==> config.mk <==
export PLATFORM = sky130hd
export DESIGN_NAME = json_string_escaper
export DESIGN_NICKNAME = d
export VERILOG_FILES = /design/src/rtl/jse_pkg.sv /design/src/rtl/jse_front.sv /design/src/rtl/jse_fifo.sv /design/src/rtl/jse_back.sv /design/src/rtl/json_string_escaper.sv
export VERILOG_INCLUDE_DIRS = /design/src /design/src/rtl
export SDC_FILE = /design/constraint.sdc
export NUM_CORES = 1
export LEC_CHECK = 0
export BUFFER_PORTS_ARGS = -buffer_cell sky130_fd_sc_hd__buf_4
export CORE_MARGIN = 2
export CORE_UTILIZATION = 62
export DETAILED_ROUTE_END_ITERATION = 16
export GPL_ROUTABILITY_DRIVEN = 0
export PLACE_DENSITY_LB_ADDON = 0.12
export SYNTH_ARGS = -nofsm -noshare
export SYNTH_HDL_FRONTEND = slang
export SYNTH_HIERARCHICAL = 1
export SYNTH_SLANG_ARGS = --single-unit
==> constraint.sdc <==
create_clock -name clock -period 5.8 [get_ports clock]
set_input_delay 0.29 -clock clock [delete_from_list [all_inputs] [get_ports clock]]
set_output_delay 0.29 -clock clock [all_outputs]
set_load 0.02 [all_outputs]
==> src/rtl/assert_macros.svh <==
// Shared assertion macros for the escaper.
`ifndef ASSERT_MACROS_SVH
`define ASSERT_MACROS_SVH

// A property that must hold at every clock edge outside reset.
`define ASSERT_ALWAYS(label, clk, rst, prop, msg) \
   label: assert property (@(posedge clk) disable iff (rst) (prop)) else $error(msg);

// A condition that must be followed by a consequence in the same cycle.
`define ASSERT_IMPLIES(label, clk, rst, cond, cons, msg) \
   label: assert property (@(posedge clk) disable iff (rst) (cond) |-> (cons)) else $error(msg);

`endif

==> src/rtl/jse_pkg.sv <==
package jse_pkg;

   localparam int FIFO_DEPTH_DEFAULT = 4;
   localparam logic [15:0] CAPACITY_RESET = 16'd256;
   localparam int IDX_W = 3;

   localparam logic [1:0] KIND_PASS  = 2'd0;
   localparam logic [1:0] KIND_SHORT = 2'd1;
   localparam logic [1:0] KIND_UNI   = 2'd2;
   localparam logic [1:0] KIND_TERM  = 2'd3;

   typedef struct packed {
      logic [1:0] kind;
      logic [7:0] data;
   } job_type;

   localparam int JOB_W = $bits(job_type);

   function automatic logic [7:0] hex_digit(input logic [3:0] v);
      logic [7:0] r;
      if (v < 4'd10) begin
         r = 8'h30 + {4'd0, v};
      end else begin
         r = 8'h37 + {4'd0, v};
      end
      return r;
   endfunction

   function automatic logic [7:0] escape_letter(input logic [7:0] b);
      logic [7:0] r;
      unique case (b)
         8'h22:   r = 8'h22;
         8'h5C:   r = 8'h5C;
         8'h0A:   r = 8'h6E;
         8'h0D:   r = 8'h72;
         8'h09:   r = 8'h74;
         8'h08:   r = 8'h62;
         8'h0C:   r = 8'h66;
         default: r = 8'h00;
      endcase
      return r;
   endfunction

   function automatic logic [IDX_W-1:0] job_last_idx(input logic [1:0] kind);
      logic [IDX_W-1:0] r;
      unique case (kind)
         KIND_SHORT: r = IDX_W'(1);
         KIND_UNI:   r = IDX_W'(5);
         default:    r = IDX_W'(0);
      endcase
      return r;
   endfunction

endpackage

==> src/rtl/jse_front.sv <==
module jse_front (
   input  logic                 clock,
   input  logic                 reset,
   input  logic                 req_push,
   input  logic                 fifo_full,
   input  logic [7:0]           req_in_byte,
   input  logic                 csr_valid,
   input  logic [15:0]          csr_output_capacity,
   output logic                 job_push,
   output jse_pkg::job_type     job
);

   logic [15:0] capacity_ff, capacity_in;
   logic [15:0] count_ff, count_in;
   logic [16:0] cnt_ext, cap_ext;
   logic [7:0]  letter;
   logic        accept;

   assign accept  = req_push && !fifo_full;
   assign cnt_ext = {1'b0, count_ff};
   assign cap_ext = {1'b0, capacity_ff};
   assign letter  = jse_pkg::escape_letter(req_in_byte);

   always_comb begin
      capacity_in = csr_valid ? csr_output_capacity : capacity_ff;
      count_in    = count_ff;
      job_push    = 1'b0;
      job.kind    = jse_pkg::KIND_PASS;
      job.data    = req_in_byte;
      if (accept) begin
         priority if (req_in_byte == 8'd0) begin
            job_push = 1'b1;
            job.kind = jse_pkg::KIND_TERM;
            count_in = 16'd0;
         end else if (cnt_ext + 17'd1 >= cap_ext) begin
            job_push = 1'b0;
         end else if (letter != 8'd0) begin
            if (cnt_ext + 17'd2 < cap_ext) begin
               job_push = 1'b1;
               job.kind = jse_pkg::KIND_SHORT;
               job.data = letter;
               count_in = count_ff + 16'd2;
            end
         end else if (req_in_byte < 8'd32) begin
            if (cnt_ext + 17'd6 < cap_ext) begin
               job_push = 1'b1;
               job.kind = jse_pkg::KIND_UNI;
               count_in = count_ff + 16'd6;
            end
         end else begin
            job_push = 1'b1;
            count_in = count_ff + 16'd1;
         end
      end
   end

   always_ff @(posedge clock) begin
      if (reset) begin
         capacity_ff <= jse_pkg::CAPACITY_RESET;
         count_ff    <= 16'd0;
      end else begin
         capacity_ff <= capacity_in;
         count_ff    <= count_in;
      end
   end

`include "assert_macros.svh"

   // The count only grows while it stays below a 16-bit capacity.
   `ASSERT_ALWAYS(a_count_bounded, clock, reset, count_ff != 16'hFFFF, "count overran")
   `ASSERT_IMPLIES(a_push_needs_accept, clock, reset, job_push, accept, "job without request")

endmodule

==> src/rtl/jse_fifo.sv <==
module jse_fifo #(
   parameter int DEPTH = jse_pkg::FIFO_DEPTH_DEFAULT
) (
   input  logic             clock,
   input  logic             reset,
   input  logic             push,
   input  jse_pkg::job_type push_job,
   output logic             full,
   input  logic             pop,
   output jse_pkg::job_type pop_job,
   output logic             empty
);

   localparam int PTR_W = (DEPTH > 1) ? $clog2(DEPTH) : 1;
   localparam int CNT_W = $clog2(DEPTH + 1);

   jse_pkg::job_type slots_ff [DEPTH];
   logic [PTR_W-1:0] wr_ff, wr_in, rd_ff, rd_in;
   logic [CNT_W-1:0] count_ff, count_in;
   logic             do_push, do_pop;

   assign full    = (count_ff == CNT_W'(DEPTH));
   assign empty   = (count_ff == CNT_W'(0));
   assign do_push = push && !full;
   assign do_pop  = pop && !empty;
   assign pop_job = slots_ff[rd_ff];

   always_comb begin
      wr_in    = wr_ff;
      rd_in    = rd_ff;
      count_in = count_ff;
      if (do_push) begin
         wr_in = (wr_ff == PTR_W'(DEPTH - 1)) ? PTR_W'(0) : wr_ff + PTR_W'(1);
      end
      if (do_pop) begin
         rd_in = (rd_ff == PTR_W'(DEPTH - 1)) ? PTR_W'(0) : rd_ff + PTR_W'(1);
      end
      if (do_push && !do_pop) begin
         count_in = count_ff + CNT_W'(1);
      end else if (do_pop && !do_push) begin
         count_in = count_ff - CNT_W'(1);
      end
   end

   always_ff @(posedge clock) begin
      if (do_push) begin
         slots_ff[wr_ff] <= push_job;
      end
   end

   always_ff @(posedge clock) begin
      if (reset) begin
         wr_ff    <= '0;
         rd_ff    <= '0;
         count_ff <= '0;
      end else begin
         wr_ff    <= wr_in;
         rd_ff    <= rd_in;
         count_ff <= count_in;
      end
   end

`include "assert_macros.svh"

   `ASSERT_ALWAYS(a_count_range, clock, reset, count_ff <= CNT_W'(DEPTH), "queue count overran")
   `ASSERT_IMPLIES(a_no_overflow, clock, reset, push, !full, "push into full queue")

endmodule

==> src/rtl/jse_back.sv <==
module jse_back (
   input  logic                 clock,
   input  logic                 reset,
   input  logic                 fifo_empty,
   input  jse_pkg::job_type     fifo_job,
   output logic                 fifo_pop,
   input  logic                 rsp_pop,
   output logic                 rsp_empty,
   output logic [7:0]           rsp_out_byte,
   output logic                 rsp_run_end,
   output logic                 rsp_string_end
);

   logic                        cur_valid_ff, cur_valid_in;
   jse_pkg::job_type            cur_ff, cur_in;
   logic [jse_pkg::IDX_W-1:0]   idx_ff, idx_in, last_idx;
   logic                        out_valid_ff, out_valid_in;
   logic [7:0]                  out_byte_ff, out_byte_in;
   logic                        run_end_ff, run_end_in;
   logic                        string_end_ff, string_end_in;
   logic                        out_load, is_last;
   logic [7:0]                  gen_byte;

   assign out_load = !out_valid_ff || rsp_pop;
   assign last_idx = jse_pkg::job_last_idx(cur_ff.kind);
   assign is_last  = (idx_ff == last_idx);
   assign fifo_pop = (!cur_valid_ff || (out_load && is_last)) && !fifo_empty;

   always_comb begin
      unique case (cur_ff.kind)
         jse_pkg::KIND_SHORT: gen_byte = (idx_ff == '0) ? 8'h5C : cur_ff.data;
         jse_pkg::KIND_UNI: begin
            unique case (idx_ff)
               3'd0:    gen_byte = 8'h5C;
               3'd1:    gen_byte = 8'h75;
               3'd4:    gen_byte = jse_pkg::hex_digit(cur_ff.data[7:4]);
               3'd5:    gen_byte = jse_pkg::hex_digit(cur_ff.data[3:0]);
               default: gen_byte = 8'h30;
            endcase
         end
         jse_pkg::KIND_TERM:  gen_byte = 8'h00;
         default:             gen_byte = cur_ff.data;
      endcase
   end

   always_comb begin
      cur_valid_in  = cur_valid_ff;
      cur_in        = cur_ff;
      idx_in        = idx_ff;
      out_valid_in  = out_valid_ff;
      out_byte_in   = out_byte_ff;
      run_end_in    = run_end_ff;
      string_end_in = string_end_ff;
      if (rsp_pop) begin
         out_valid_in = 1'b0;
      end
      if (cur_valid_ff && out_load) begin
         out_valid_in  = 1'b1;
         out_byte_in   = gen_byte;
         run_end_in    = is_last;
         string_end_in = (cur_ff.kind == jse_pkg::KIND_TERM);
         if (is_last) begin
            cur_valid_in = 1'b0;
            idx_in       = '0;
         end else begin
            idx_in = idx_ff + 3'd1;
         end
      end
      if (fifo_pop) begin
         cur_valid_in = 1'b1;
         cur_in       = fifo_job;
         idx_in       = '0;
      end
   end

   always_ff @(posedge clock) begin
      if (reset) begin
         cur_valid_ff <= 1'b0;
         idx_ff       <= '0;
         out_valid_ff <= 1'b0;
      end else begin
         cur_valid_ff <= cur_valid_in;
         idx_ff       <= idx_in;
         out_valid_ff <= out_valid_in;
      end
   end

   always_ff @(posedge clock) begin
      cur_ff        <= cur_in;
      out_byte_ff   <= out_byte_in;
      run_end_ff    <= run_end_in;
      string_end_ff <= string_end_in;
   end

   assign rsp_empty      = !out_valid_ff;
   assign rsp_out_byte   = out_byte_ff;
   assign rsp_run_end    = run_end_ff;
   assign rsp_string_end = string_end_ff;

`include "assert_macros.svh"

   `ASSERT_IMPLIES(a_idx_in_job, clock, reset, cur_valid_ff, idx_ff <= last_idx, "index past job")
   `ASSERT_IMPLIES(a_end_has_run_end, clock, reset, out_valid_ff && string_end_ff, run_end_ff,
                   "terminator not last")

endmodule

==> src/rtl/json_string_escaper.sv <==
// Escapes a byte stream for use inside a JSON string. Bytes go in through a queue-style
// request port and come out through a queue-style response port, each response byte tagged
// with run_end on the last byte that a request caused and string_end on the terminator.
// A request is classified and checked against output_capacity in the cycle it is accepted,
// then, if it fits, waits in a queue of FIFO_DEPTH jobs until the expander turns it into
// one, two or six bytes. The expander and its output register deliver one response byte
// per cycle while rsp_pop takes them, so plain text flows at one byte per cycle and an
// escape holds the response side until all its bytes are out. Requests are accepted at
// one per cycle until the job queue is full. A job passes the queue slot, cur_ff and
// out_byte_ff in turn. Write output_capacity only while the block is idle.
module json_string_escaper #(
   parameter int FIFO_DEPTH = jse_pkg::FIFO_DEPTH_DEFAULT
) (
   input  logic        clock,
   input  logic        reset,
   input  logic        req_push,
   output logic        req_full,
   input  logic [7:0]  req_in_byte,
   output logic        rsp_empty,
   input  logic        rsp_pop,
   output logic [7:0]  rsp_out_byte,
   output logic        rsp_run_end,
   output logic        rsp_string_end,
   input  logic        csr_valid,
   output logic        csr_ready,
   input  logic [15:0] csr_output_capacity
);

   logic             job_push, fifo_full, fifo_empty, fifo_pop;
   jse_pkg::job_type push_job, pop_job;

   assign req_full  = fifo_full;
   assign csr_ready = 1'b1;

   jse_front u_front (
      .clock               (clock),
      .reset               (reset),
      .req_push            (req_push),
      .fifo_full           (fifo_full),
      .req_in_byte         (req_in_byte),
      .csr_valid           (csr_valid),
      .csr_output_capacity (csr_output_capacity),
      .job_push            (job_push),
      .job                 (push_job)
   );

   jse_fifo #(
      .DEPTH (FIFO_DEPTH)
   ) u_fifo (
      .clock    (clock),
      .reset    (reset),
      .push     (job_push),
      .push_job (push_job),
      .full     (fifo_full),
      .pop      (fifo_pop),
      .pop_job  (pop_job),
      .empty    (fifo_empty)
   );

   jse_back u_back (
      .clock          (clock),
      .reset          (reset),
      .fifo_empty     (fifo_empty),
      .fifo_job       (pop_job),
      .fifo_pop       (fifo_pop),
      .rsp_pop        (rsp_pop),
      .rsp_empty      (rsp_empty),
      .rsp_out_byte   (rsp_out_byte),
      .rsp_run_end    (rsp_run_end),
      .rsp_string_end (rsp_string_end)
   );

endmodule
# Word level (Yosys, flattened, before mapping)
# Memory sizes are Yosys's and may differ from the RTL's. A register that Yosys moved wholly into a read port is not among the register bits.
# Cells that the tools add are included.
# W data, S select, Z words.
# totals
register_bits	54
ramBits	40
in_bits	29
out_inout_bits	13
n_memories	1
# memory_table
name	depth	word_bits	rd	rd_ports_with_merged_regs	write_ports	line_no	rtl
u_fifo.slots_ff	4	10	1	1	1	jse_fifo.sv:17	jse_pkg::job_type slots_ff [DEPTH];
# classes
addsub	15
magnitude_cmp	6
n_eq_ne	20
muxes	41
reduce_logical	27
# ops
cell	n
$mux W16	6
$pmux W7 S7	1
$eq A8 B4 Y1 const B	5
$mux W8	5
$lt A17 B16 Y1	2
$pmux W8 S4	1
$add A6 B4 Y7 const A	4
$pmux W8 S3	1
$mux W10	2
$add A16 B1 Y17 const B	1
$add A16 B2 Y17 const B	1
$add A16 B3 Y17 const B	1
$ge A17 B16 Y1	1
$add A16 B1 Y16 const B	1
$add A16 B2 Y16 const B	1
$add A16 B3 Y16 const B	1
$mux W1	14
$mux W2	6
$eq A3 B3 Y1 const B	3
$mux W3	3
$mux W9	1
$eq A2 B2 Y1 const B	4
$eq A8 B6 Y1 const B	1
$eq A8 B7 Y1 const B	1
other kinds (22)	42

# Depth between registers and ports, before layout
# Gate-level depths: netlist (run 1).
# depth
depth_word	13
ltp_mapped	22
mapped_depth_nobuf	21

# Hierarchy
# The synthesis (run 1) kept the hierarchy.
# modules_own_cells
mod	instances	cells_each	area_per_inst_um2	seq_area_each_um2
jse_front	1	470	3626.0	640.6
jse_fifo	1	102	1930.6	1381.3
jse_back	1	127	1370.1	700.7
json_string_escaper	1	2	11.3	0.0

# Worst setup path after synthesis (run 1)
# OpenSTA, ideal clock, no wires.
# synth_path
path_type	register -> register
start	register u_front.count_ff[1]
end	register u_fifo.count_ff[2]
arrival_time_ns	4.371
setup_slack_ns	1.358
stages_incl_launch_ff	21
n_path_buf	0
path_cell_list	dfxtp_1 ha_1 nand3_1 or2_2 nor2_1 xnor2_1 ha_1 and4_1 a221o_1 a211o_2 a21oi_1 o21ai_1 inv_1 inv_1 nor2_2 ha_1 inv_1 fa_1 xor2_1 or3_2 a21oi_1
# synth_between
elab_chain_cells	12
elab_cells_between_ends	19
classes_between	add/sub: 3; order compare: 3; mux: 8; reduce/logical: 5
# synth_rtl
item	line_no	rtl
start: declaration	jse_front.sv:14	logic [15:0] count_ff, count_in;
start signal: assignment	jse_front.sv:63	count_ff <= count_in;
$add A16 B3 Y17	jse_front.sv:45	if (cnt_ext + 17'd6 < cap_ext) begin
$lt A17 B16 Y1	jse_front.sv:45	
$mux W1	jse_front.sv:45	
$mux W1	jse_front.sv:44	end else if (req_in_byte < 8'd32) begin
$mux W1	jse_front.sv:37	end else if (letter != 8'd0) begin
$mux W1 (*)	jse_front.sv:35	end else if (cnt_ext + 17'd1 >= cap_ext) begin
$mux W1 (*)	jse_front.sv:31	priority if (req_in_byte == 8'd0) begin
$mux W1 (*)	jse_front.sv:30	if (accept) begin
net job_push	json_string_escaper.sv:29	logic job_push, fifo_full, fifo_empty, fifo_pop;
$logic_and A1 B1 Y1 (*)	jse_fifo.sv:24	assign do_push = push && !full;
net u_fifo.do_push	jse_fifo.sv:20	logic do_push, do_pop;
$logic_not A1 Y1	jse_fifo.sv:40	end else if (do_pop && !do_push) begin
$logic_and A1 B1 Y1	jse_fifo.sv:40	
$reduce_bool A2 Y1 (no line)	--	
end signal: assignment	jse_fifo.sv:59	count_ff <= count_in;
end: declaration	jse_fifo.sv:19	logic [CNT_W-1:0] count_ff, count_in;
# Mark *: on every way through the listed nets, which the timed path passes. The rest lies on a longest branch.
# A chain may end at the register's enable or synchronous reset.

# Worst setup path in the final report (run 1)
# Ends and elaborated chain as after synthesis.

==> results of run 1 <==
registers in the layout, summed over array words and instances, names as in the netlist, named ones only:
| register | count |
|---|---|
| u_back/cur_ff | 10 |
| u_back/cur_valid_ff | 1 |
| u_back/idx_ff | 3 |
| u_back/out_valid_ff | 1 |
| u_back/rsp_out_byte | 8 |
| u_back/rsp_run_end | 1 |
| u_back/rsp_string_end | 1 |
| u_fifo/count_ff | 3 |
| u_fifo/rd_ff | 2 |
| u_fifo/slots_ff | 40 |
| u_fifo/wr_ff | 2 |
| u_front/capacity_ff | 16 |
| u_front/count_ff | 16 |
cell type report:
| type | instances | area (µm²) |
|---|---|---|
| clock inverter | 7 | 73.8 |
| multi-input combinational | 510 | 3850 |
| timing repair buffer | 41 | 308 |
| sequential | 106 | 2720 |
| fill | 837 | 3430 |
| clock buffer | 9 | 124 |
| inverter | 54 | 208 |
| tap | 140 | 175 |
cell families (layout without fill, tap and decap cells):
group / Yosys count / in the layout / synth area share [%]
buffers and inverters: 85 / 111 / 5.27
other: 1 / 1 / 0.0541
adders and majority gates: 65 / 65 / 11.8
and+or+nand+nor: 218 / 218 / 15.5
muxes: 32 / 32 / 6.44
DFF: 106 / 106 / 39.2
AOI/OAI and AO/OA: 148 / 148 / 15.7
xor gates and xnor gates: 46 / 46 / 6.02
synthesized netlist by cell type (5+ instances only):
cell type and instances:
nor2_1 71, ha_1 64, edfxtp_1 60, inv_1 50, dfxtp_1 46, nand2_1 39, xnor2_1 38, a21oi_1 31
o21ai_0 26, nor3_1 24, mux2i_1 21, nand3_1 19, buf_2 12, clkbuf_1 11, mux4_2 10, nor2b_1 10
nand4_1 8, o22ai_2 8, a21o_1 7, or3_1 7, nor4_1 6, xor2_1 6, a211oi_1 5, and3_1 5
nand2b_1 5, o2111ai_1 5, o21a_1 5
power groups by stage:
stage                     Combinational [mW]  Clock [mW]  Sequential [mW]
after floorplan                        0.808           0             1.15
after global placement                  1.06           0             1.17
after detailed placement                1.10           0             1.18
after CTS                               1.11       0.467             1.16
after global routing                    1.24       0.493             1.19
final                                   1.12       0.452             1.16
path summary, 6_finish.rpt:
kind,start,end,depth (start not counted)
worst min-delay path,csr_output_capacity[8],u_front/capacity_ff[8],3
worst max register to register,u_front/count_ff[1],u_fifo/count_ff[2],20
worst max-delay path,u_front/count_ff[1],u_fifo/count_ff[2],20
worst min register to register,u_front/capacity_ff[5],u_front/capacity_ff[5],2
per-stage QoR:
step	hold WS [ns]	instance area, µm²	setup WS (ns)
final	0.121	7460	0.738
after detailed placement	0.486	7260	0.830
after global routing	0.107	7460	0.356
after CTS	0.0985	7460	0.826
after global placement	0.476	7260	0.980
after floorplan	0.359	6940	1.36
worst max-delay path: cells and delay by family, from the launching register on:
kind | cells | cell delay, ns
AND/OR/NAND/NOR | 6 | 1.52
buffers and inverters | 3 | 0.34
adder cells (fa/ha/maj) | 4 | 1.11
flip-flops | 1 | 0.50
XOR/XNOR | 2 | 0.31
AO/OA/AOI/OAI | 5 | 1.23
per-layer routing:
| layer | global-route usage [%] | vias to the layer above | wire, µm |
|---|---|---|---|
| met5 | 0 | - | 0 |
| met4 | 16.6 | 0 | 781 |
| met3 | 5.93 | 61 | 948 |
| met2 | 49.6 | 227 | 8080 |
| met1 | 31.9 | 2548 | 6250 |
| li1 | - | 2602 | - |
==> results.tsv, run 1 <==
stage	metric	value	unit
clock_tree	htreeDepth	3	
synthesis	synth_cells	701	
detailed_routing	wl_per_cell	18.5	µm
clock_tree	cts_tree	yes	
clock_tree	postCtsHoldBufs	0	
synthesis	avgSynthCellArea	9.90	µm²
critical_path	cp_max_fo	8	
timing	finalSetupViolCount	0	
power_and_ir_drop	p_per_area	366	nW/µm²
power_and_ir_drop	p_int	1.65	mW
timing	tightest_slew	0.834	ns
timing	rsz0062_at_grt	no	
global_route	grt_pass1_wl	25900	µm
critical_path	cp.required	6.13	ns
synthesis	async_reset_ff_share	0	%
clock_tree	cts_buffer_depth	2	
synthesis	synth.net_count	795	
detailed_routing	vias	5438	
floorplan	io_pins	42	
clock_tree	clk_latency	0.39	ns
placement	hpwl	12100	µm
power_and_ir_drop	switchingPower	1.08	mW
synthesis	synth.distinct_cells	83	
detailed_routing	drtPass1Iterations	6	
synthesis	ys_seq_area_share	39.2	%
timing	post-route-period-util	87.3	%
critical_path	critPathKind	flip-flop to flip-flop	
clock_tree	cts_resized	0	
critical_path	cp_slowest_stage_delay	0.50	ns
power_and_ir_drop	p_clk_share	16.5	%
power_and_ir_drop	p_seq_share	42.6	%
timing	finClkSkew	0.0124	ns
detailed_routing	drt_wl_total	16100	µm
power_and_ir_drop	leakage	2.90	nW
detailed_routing	drc_errors	0	
synthesis	ys.flop_type	edfxtp_1	
timing	timing.fmax	198	MHz
floorplan	die_y	110	µm
finish	antenna_cells	0	
clock_tree	cts_setup_buffers	0	
status	status	finished, final reports clean	
global_route	grt_usage	28.4	%
critical_path	slowest_stage	dfxtp_1	
run	max_cap_violations	0	
finish	final_nets	816	
finish	final_cell_mix	71 x nor2_1, 64 x ha_1, 60 x edfxtp_1	
floorplan	die_area	12100	µm²
critical_path	crit_chain	ha_1 -> nand3_1 -> or2_2 -> nor2_1 -> xnor2_1 -> ha_1 -> and4_1 -> a221o_1 -> a211o_2 -> a21oi_1 -> o21ai_1 -> inv_1 -> inv_1 -> nor2_2 -> ha_1 -> inv_1 -> fa_1 -> xor2_1 -> or3_2 -> a21oi_1	
critical_path	end_kind	flip-flop	
clock_tree	clk_pin_slew	0.11	ns
floorplan	die-width	110	µm
global_route	grt_overflow_total	0	
hold_path	hp-class	primary input to flip-flop	
detailed_routing	via_per_inst	6.27	
power_and_ir_drop	ir_drop	0.285	mV
timing	relSlewSlack	44.2	%
timing	hold_viol	0	
clock_tree	cts_made_buffers	9	
timing	finalMaxSlewViolations	0	
finish	final_util	68.5	%
floorplan	rows	38	
critical_path	crit_arrival	5.39	ns
timing	fin_crit	5.06	ns
finish	area_growth	7.54	%
finish	layout_commonest_cell	nor2_1	
synthesis	synth_top_area_cell	edfxtp_1	
synthesis	synth_edf_count	60	
synthesis	yosysTopAreaCellShare	26.0	%
global_route	grt_pass1_vias	5390	
global_route	grt_max_degree	34	
power_and_ir_drop	switching_share	39.6	%
critical_path	critPathLaunchType	flip-flop	
timing	totalNegativeSetupSlack	0	ns
synthesis	yosysWarningCount	6	
floorplan	coreArea	10900	µm²
clock_tree	clock-sinks	106	
power_and_ir_drop	comb_power_share	40.9	%
finish	fin_cells	867	
placement	port_buffers	40	
synthesis	yosys-top-cells-area	edfxtp_1 26%, dfxtp_1 13%, ha_1 12%	
floorplan	start_util	63.7	%
detailed_routing	drt_iter0_markers	348	
synthesis	synth_area	6940	µm²
critical_path	r2r_slack	0.74	ns
power_and_ir_drop	p_total	2.73	mW
detailed_routing	ant_nets	0	
global_route	grt_antenna_before_repair	0	
synthesis	ys_seq_elements	106	
clock_tree	root_buffer	clkbuf_8	
finish	drive_gt1_share	14.0	%
placement	dp_cells	851	
Power figures use the tool's default switching activity.
==> run 2, diff against run 1 <==
- RECOVER_POWER: unset -> 50
==> run 2 against run 1 <==
Register-to-register slack worse by 0.08 ns. Hold slack hardly changed. Final area is 1.1% lower. Die area stayed put. Sequential cell count stayed put. Global-route usage stayed put.
==> results.tsv, run 2 (synthesis gave the netlist of run 1 again) <==
stage	metric	value	unit	change
status	status	finished, final reports clean		
finish	drive_gt1_share	11.7	%	-2.3 points
critical_path	crit_chain	ha_1 -> nand3_1 -> or2_2 -> nor2_1 -> xnor2_1 -> ha_1 -> and4_1 -> a221o_1 -> a211o_2 -> a21oi_1 -> o21ai_0 -> inv_1 -> inv_1 -> nor2_2 -> ha_1 -> inv_1 -> fa_1 -> xor2_1 -> or3_2 -> a21oi_1		
timing	timing.fmax	195	MHz	-1.5%
timing	finalMaxSlewViolations	0		unchanged
global_route	grt_pass1_vias	5390		unchanged
global_route	grt_overflow_total	0		unchanged
finish	area_growth	6.38	%	
critical_path	slowest_stage	dfxtp_1		
critical_path	crit_buf_inv	3		unchanged
critical_path	path_delay_family	simple AND/OR/NAND/NOR gates		
clock_tree	cts_buffer_depth	2		unchanged
timing	finalSetupViolCount	0		unchanged
placement	placed_cell_area	7260	µm²	unchanged
critical_path	cp_max_fo	8		unchanged
timing	fin_crit	5.14	ns	+0.0750 ns
placement	dp_cells	851		unchanged
finish	reg.largest.list	u_fifo/slots_ff (40), u_front/capacity_ff (16), u_front/count_ff (16)		
clock_tree	cts_made_buffers	9		unchanged
finish	fin_cells	867		unchanged
floorplan	coreArea	10900	µm²	unchanged
hold_path	hp-class	primary input to flip-flop		
clock_tree	cts_tree	yes		
timing	fin_ws	0.663	ns	-0.0750 ns
finish	top_register	u_fifo/slots_ff		
detailed_routing	drtPass1Iterations	6		unchanged
critical_path	crit_arrival	5.47	ns	+0.08 ns
detailed_routing	wl_per_cell	18.5	µm	+0.15%
placement	port_buffers	40		unchanged
critical_path	cp_slowest_stage_delay	0.51	ns	about the same
finish	largest_reg_flops	40		unchanged
global_route	grt_max_degree	34		unchanged
global_route	grt_usage	28.4	%	unchanged
power_and_ir_drop	p_clk_share	16.8	%	+0.3 points
power_and_ir_drop	p_per_area	364	nW/µm²	-0.58%
clock_tree	root_buffer	clkbuf_8		
detailed_routing	drt_iter0_markers	363		+4.3%
timing	finClkSkew	0.0125	ns	+0.000135 ns
critical_path	critPathKind	flip-flop to flip-flop		
detailed_routing	drt_wl_total	16100	µm	+0.15%
clock_tree	clk_pin_slew	0.11	ns	about the same
floorplan	die_y	110	µm	unchanged
global_route	grt_pass1_wl	25900	µm	unchanged
global_route	grt_antenna_before_repair	0		unchanged
critical_path	end_kind	flip-flop		
detailed_routing	vias	5442		+0.074%
detailed_routing	via_per_inst	6.28		about the same
clock_tree	cts_setup_buffers	0		unchanged
timing	tightest_slew	0.822	ns	-0.0117 ns
timing	rsz0062_at_grt	no		
critical_path	critPathLaunchType	flip-flop		
clock_tree	htreeDepth	3		unchanged
clock_tree	postCtsHoldBufs	0		unchanged
floorplan	rows	38		unchanged
timing	hold_viol	0		unchanged
critical_path	cp.required	6.13	ns	about the same
finish	final_area	7380	µm²	-1.1%
timing	relSlewSlack	45.2	%	+0.99 points
power_and_ir_drop	leakage	2.84	nW	-1.9%
clock_tree	clk_latency	0.39	ns	about the same
power_and_ir_drop	p_total	2.69	mW	-1.6%
detailed_routing	drc_errors	0		unchanged
finish	layout_commonest_cell	nor2_1		
power_and_ir_drop	switching_share	40.0	%	+0.35 points
clock_tree	clock-sinks	106		unchanged
floorplan	die-width	110	µm	unchanged
finish	final_util	67.8	%	-0.74 points
finish	final_cell_mix	71 x nor2_1, 64 x ha_1, 60 x edfxtp_1		
finish	final_nets	816		unchanged
floorplan	die_area	12100	µm²	unchanged
placement	hpwl	12100	µm	unchanged
timing	totalNegativeSetupSlack	0	ns	unchanged
power_and_ir_drop	comb_power_share	40.0	%	-0.9 points
power_and_ir_drop	p_seq_share	43.1	%	+0.5 points
clock_tree	cts_resized	0		unchanged
finish	antenna_cells	0		unchanged
power_and_ir_drop	p_int	1.61	mW	-2.2%
floorplan	io_pins	42		unchanged
detailed_routing	ant_nets	0		unchanged
power_and_ir_drop	ir_drop	0.285	mV	-0.12%
placement	preCtsSetupSlack	0.830	ns	unchanged
power_and_ir_drop	switchingPower	1.08	mW	-0.79%
floorplan	start_util	63.7	%	unchanged
timing	worst_hold_slack	0.121	ns	-0.000135 ns
run	max_cap_violations	0		unchanged
timing	post-route-period-util	88.6	%	+1.3 points
==> run 2: cell type report <==
type | instances | area, µm²
multi-input combinational | 510 | 3820
inverter | 54 | 204
clock inverter | 7 | 73.8
timing repair buffer | 41 | 263
sequential | 106 | 2720
tap | 140 | 175
clock buffer | 9 | 124
fill | 853 | 3510
==> run 2: routing by layer <==
layer | up-vias | track usage (%) | wire length, µm
li1 | 2604 | - | -
met1 | 2559 | 31.9 | 6220
met2 | 219 | 49.6 | 8050
met3 | 60 | 5.93 | 1060
met4 | 0 | 16.6 | 747
met5 | - | 0 | 0
==> run 2: power by group through the flow <==
| stage | combinational, mW | clock [mW] | sequential [mW] |
|---|---|---|---|
| final | 1.08 | 0.452 | 1.16 |
| after global routing | 1.19 | 0.493 | 1.19 |
| after CTS | 1.11 | 0.467 | 1.16 |
| after detailed placement | 1.10 | 0 | 1.18 |
| after global placement | 1.06 | 0 | 1.17 |
| after floorplan | 0.808 | 0 | 1.15 |
==> run 2: worst paths after layout <==
| path | start | to | slack (ns) | cells past startpoint |
|---|---|---|---|---|
| worst min register to register | u_front/capacity_ff[5] | u_front/capacity_ff[5] | 0.51 | 2 |
| worst min-delay path | csr_output_capacity[8] | u_front/capacity_ff[8] | 0.12 | 3 |
| worst max register to register | u_front/count_ff[1] | u_fifo/count_ff[2] | 0.66 | 20 |
| worst max-delay path | u_front/count_ff[1] | u_fifo/count_ff[2] | 0.66 | 20 |
==> run 2: worst reg2reg max path, cell delays in order, from the launching register on <==
cell and delay, ns:
dfxtp_1 0.51, ha_1 0.26, nand3_1 0.19, or2_2 0.43, nor2_1 0.14, xnor2_1 0.16, ha_1 0.28, and4_1 0.20
a221o_1 0.32, a211o_2 0.39, a21oi_1 0.19, o21ai_0 0.19, inv_1 0.20, inv_1 0.10, nor2_2 0.15, ha_1 0.20
inv_1 0.06, fa_1 0.38, xor2_1 0.16, or3_2 0.42, a21oi_1 0.16
==> run 3, diff against run 2 <==
- CORE_UTILIZATION: 62 -> 64
- CTS_BUF_LIST: unset -> sky130_fd_sc_hd__clkbuf_4 sky130_fd_sc_hd__clkbuf_8
==> run 3 against run 2 <==
Combinational power about the same. Core utilization increased by 1.4 points. Sequential power about the same. Critical path depth increased by 1. Clock skew increased by 0.0062 ns. Via count increased by 0.20%. Wire length decreased by 1.2%.
==> results.tsv, run 3 (synthesis gave the netlist of run 1 again) <==
stage	metric	value	unit	change
floorplan	die_y	108	µm	-1.5%
timing	hold_viol	0		unchanged
hold_path	hp-class	primary input to flip-flop		
clock_tree	root_buffer	clkbuf_8		
run	max_cap_violations	0		unchanged
placement	dp_cells	851		unchanged
clock_tree	postCtsHoldBufs	0		unchanged
floorplan	die_area	11700	µm²	-3.0%
detailed_routing	dr_wl_met2	7980	µm	-0.89%
detailed_routing	wl_per_cell	18.3	µm	-1.2%
critical_path	cp_slowest_stage_delay	0.52	ns	about the same
timing	totalNegativeSetupSlack	0	ns	unchanged
power_and_ir_drop	p_seq_share	42.5	%	-0.6 points
placement	placed_cell_area	7260	µm²	unchanged
floorplan	die-width	108	µm	-1.5%
finish	reg.largest.list	u_fifo/slots_ff (40), u_front/capacity_ff (16), u_front/count_ff (16)		
power_and_ir_drop	p_total	2.73	mW	+1.5%
global_route	grt_usage	28.6	%	+0.19 points
clock_tree	htreeDepth	3		unchanged
power_and_ir_drop	p_clk_share	18.2	%	+1.4 points
finish	fillerInstances	843		-1.2%
finish	top_register	u_fifo/slots_ff		
finish	layout_commonest_cell	nor2_1		
critical_path	critPathKind	flip-flop to flip-flop		
placement	preCtsSetupSlack	0.854	ns	+0.0238 ns
power_and_ir_drop	switching_share	38.9	%	-1.1 points
timing	fin_crit	5.13	ns	-0.00449 ns
floorplan	coreArea	10700	µm²	-1.7%
detailed_routing	ant_nets	0		unchanged
hold_path	hold_end	u_front/capacity_ff[8]		
clock_tree	cts_setup_buffers	0		unchanged
power_and_ir_drop	leakage	2.85	nW	+0.37%
timing	finalSetupViolCount	0		unchanged
critical_path	cp.required	6.12	ns	about the same
timing	worst_hold_slack	0.119	ns	-0.00180 ns
global_route	grt_pass1_wl	25900	µm	-0.14%
power_and_ir_drop	p_per_area	369	nW/µm²	+1.2%
finish	regArea	2720	µm²	unchanged
floorplan	rows	38		unchanged
timing	post-route-period-util	88.5	%	about the same
clock_tree	clk_latency	0.39	ns	about the same
hold_path	whs_path_depth	3		unchanged
critical_path	reg2reg_depth	21		+5.0%
critical_path	crit_buf_inv	3		unchanged
critical_path	rr_endpoint	u_fifo/count_ff[2]		
detailed_routing	vias	5453		+0.20%
clock_tree	clk_pin_slew	0.11	ns	about the same
detailed_routing	drtPass1Iterations	5		-1
critical_path	path_delay_family	compound AO/OA/AOI/OAI gates		
hold_path	hold_start	csr_output_capacity[8]		
clock_tree	cts_tree	yes		
finish	drive_gt1_share	11.8	%	+0.14 points
power_and_ir_drop	comb_power_share	39.3	%	-0.7 points
critical_path	crit_chain	ha_1 -> nand3_1 -> or2_2 -> nor2_1 -> xnor2_1 -> ha_1 -> a21oi_1 -> o21ai_0 -> a221o_1 -> a211o_2 -> a21oi_1 -> o21ai_0 -> inv_1 -> inv_1 -> nor2_2 -> ha_1 -> inv_1 -> fa_1 -> xor2_1 -> or3_2 -> a21oi_1		
timing	finClkSkew	0.0187	ns	+0.00623 ns
placement	hpwl	11800	µm	-2.2%
timing	relSlewSlack	41.0	%	-4.2 points
floorplan	io_pins	42		unchanged
global_route	grt_max_degree	34		unchanged
critical_path	crit_arrival	5.45	ns	-0.02 ns
finish	area_growth	6.74	%	
critical_path	cp_max_fo	8		unchanged
timing	timing.fmax	195	MHz	about the same
finish	final_util	69.2	%	+1.4 points
timing	fin_ws	0.667	ns	+0.00449 ns
finish	final_area	7410	µm²	+0.34%
finish	final_nets	816		unchanged
critical_path	critPathLaunchType	flip-flop		
finish	final_cell_mix	71 x nor2_1, 64 x ha_1, 60 x edfxtp_1		
power_and_ir_drop	p_int	1.67	mW	+3.4%
finish	multi_input_area	3830	µm²	+0.20%
finish	fin_cells	867		unchanged
power_and_ir_drop	ir_drop	0.207	mV	-27%
critical_path	end_kind	flip-flop		
floorplan	start_util	64.9	%	+1.1 points
power_and_ir_drop	switchingPower	1.06	mW	-1.3%
critical_path	slowest_stage	dfxtp_1		
detailed_routing	met1_length	6380	µm	+2.6%
detailed_routing	drt_wl_total	15900	µm	-1.2%
detailed_routing	drc_errors	0		unchanged
clock_tree	cts_buffer_depth	2		unchanged
global_route	grt_antenna_before_repair	0		unchanged
timing	tightest_slew	0.885	ns	+0.0626 ns
finish	antenna_cells	0		unchanged
timing	rsz0062_at_grt	no		
global_route	grt_pass1_vias	5322		-1.3%
global_route	grt_overflow_total	0		unchanged
finish	largest_reg_flops	40		unchanged
clock_tree	cts_made_buffers	9		unchanged
detailed_routing	maxUsedRoutingLayer	met4		
critical_path	r2r_start	u_front/count_ff[1]		
detailed_routing	route.met3.wl	833	µm	-22%
detailed_routing	drt_iter0_markers	352		-3.0%
detailed_routing	via_per_inst	6.29		+0.20%
status	status	finished, final reports clean		
timing	finalMaxSlewViolations	0		unchanged
critical_path	r2r_slack	0.67	ns	about the same
clock_tree	clock-sinks	106		unchanged
placement	port_buffers	40		unchanged
clock_tree	cts_resized	0		unchanged
## run 3: cell count changes in the layout (fill, tap and decap cells not counted), sizes merged
cell    delta
bufinv     +1
clkbuf     +2
clkinv     -3
## run 3: area by class of cell
class / instances / share of cell area, %
inverter: 54 / 2.75
multi-input combinational: 510 / 51.7
clock inverter: 5 / 0.946
clock buffer: 11 / 1.96
sequential: 106 / 36.8
tap: 140 / 2.37
timing repair buffer: 41 / 3.55
## run 3: worst reg2reg max path: stages, from the launching register on
cell and delay (ns):
dfxtp_1 0.52, ha_1 0.26, nand3_1 0.19, or2_2 0.41
nor2_1 0.14, xnor2_1 0.16, ha_1 0.28, a21oi_1 0.15
o21ai_0 0.12, a221o_1 0.30, a211o_2 0.39, a21oi_1 0.17
o21ai_0 0.20, inv_1 0.21, inv_1 0.10, nor2_2 0.15
ha_1 0.20, inv_1 0.06, fa_1 0.37, xor2_1 0.16
or3_2 0.40, a21oi_1 0.14
## run 3: how the worst max path moves through the flow
stage,startpoint,endpoint,slack [ns],cells past startpoint
global placement,u_front/count_ff[0],u_fifo/count_ff[2],0.97,21
CTS,u_front/count_ff[0],u_fifo/count_ff[2],0.82,21
global route,u_front/count_ff[3],u_fifo/count_ff[2],0.25,20
floorplan,u_front/count_ff[1],u_fifo/count_ff[2],1.36,20
detailed placement,u_front/count_ff[0],u_fifo/count_ff[2],0.85,21
finish,u_front/count_ff[1],u_fifo/count_ff[2],0.67,21
## run 3: per-layer routing
layer  vias up  track usage [%]
li1       2596                -
met1      2589             34.3
met2       211             50.1
met3        57             3.92
met4         0             14.9
met5         -                0
## run 3: power groups by stage
stage	sequential, mW	clock, mW	combinational (mW)
3_3_place_gp	1.17	0	1.05
2_1_floorplan	1.15	0	0.808
4_1_cts	1.16	0.504	1.10
3_5_place_dp	1.18	0	1.08
6_report	1.16	0.496	1.07
5_1_grt	1.19	0.533	1.18
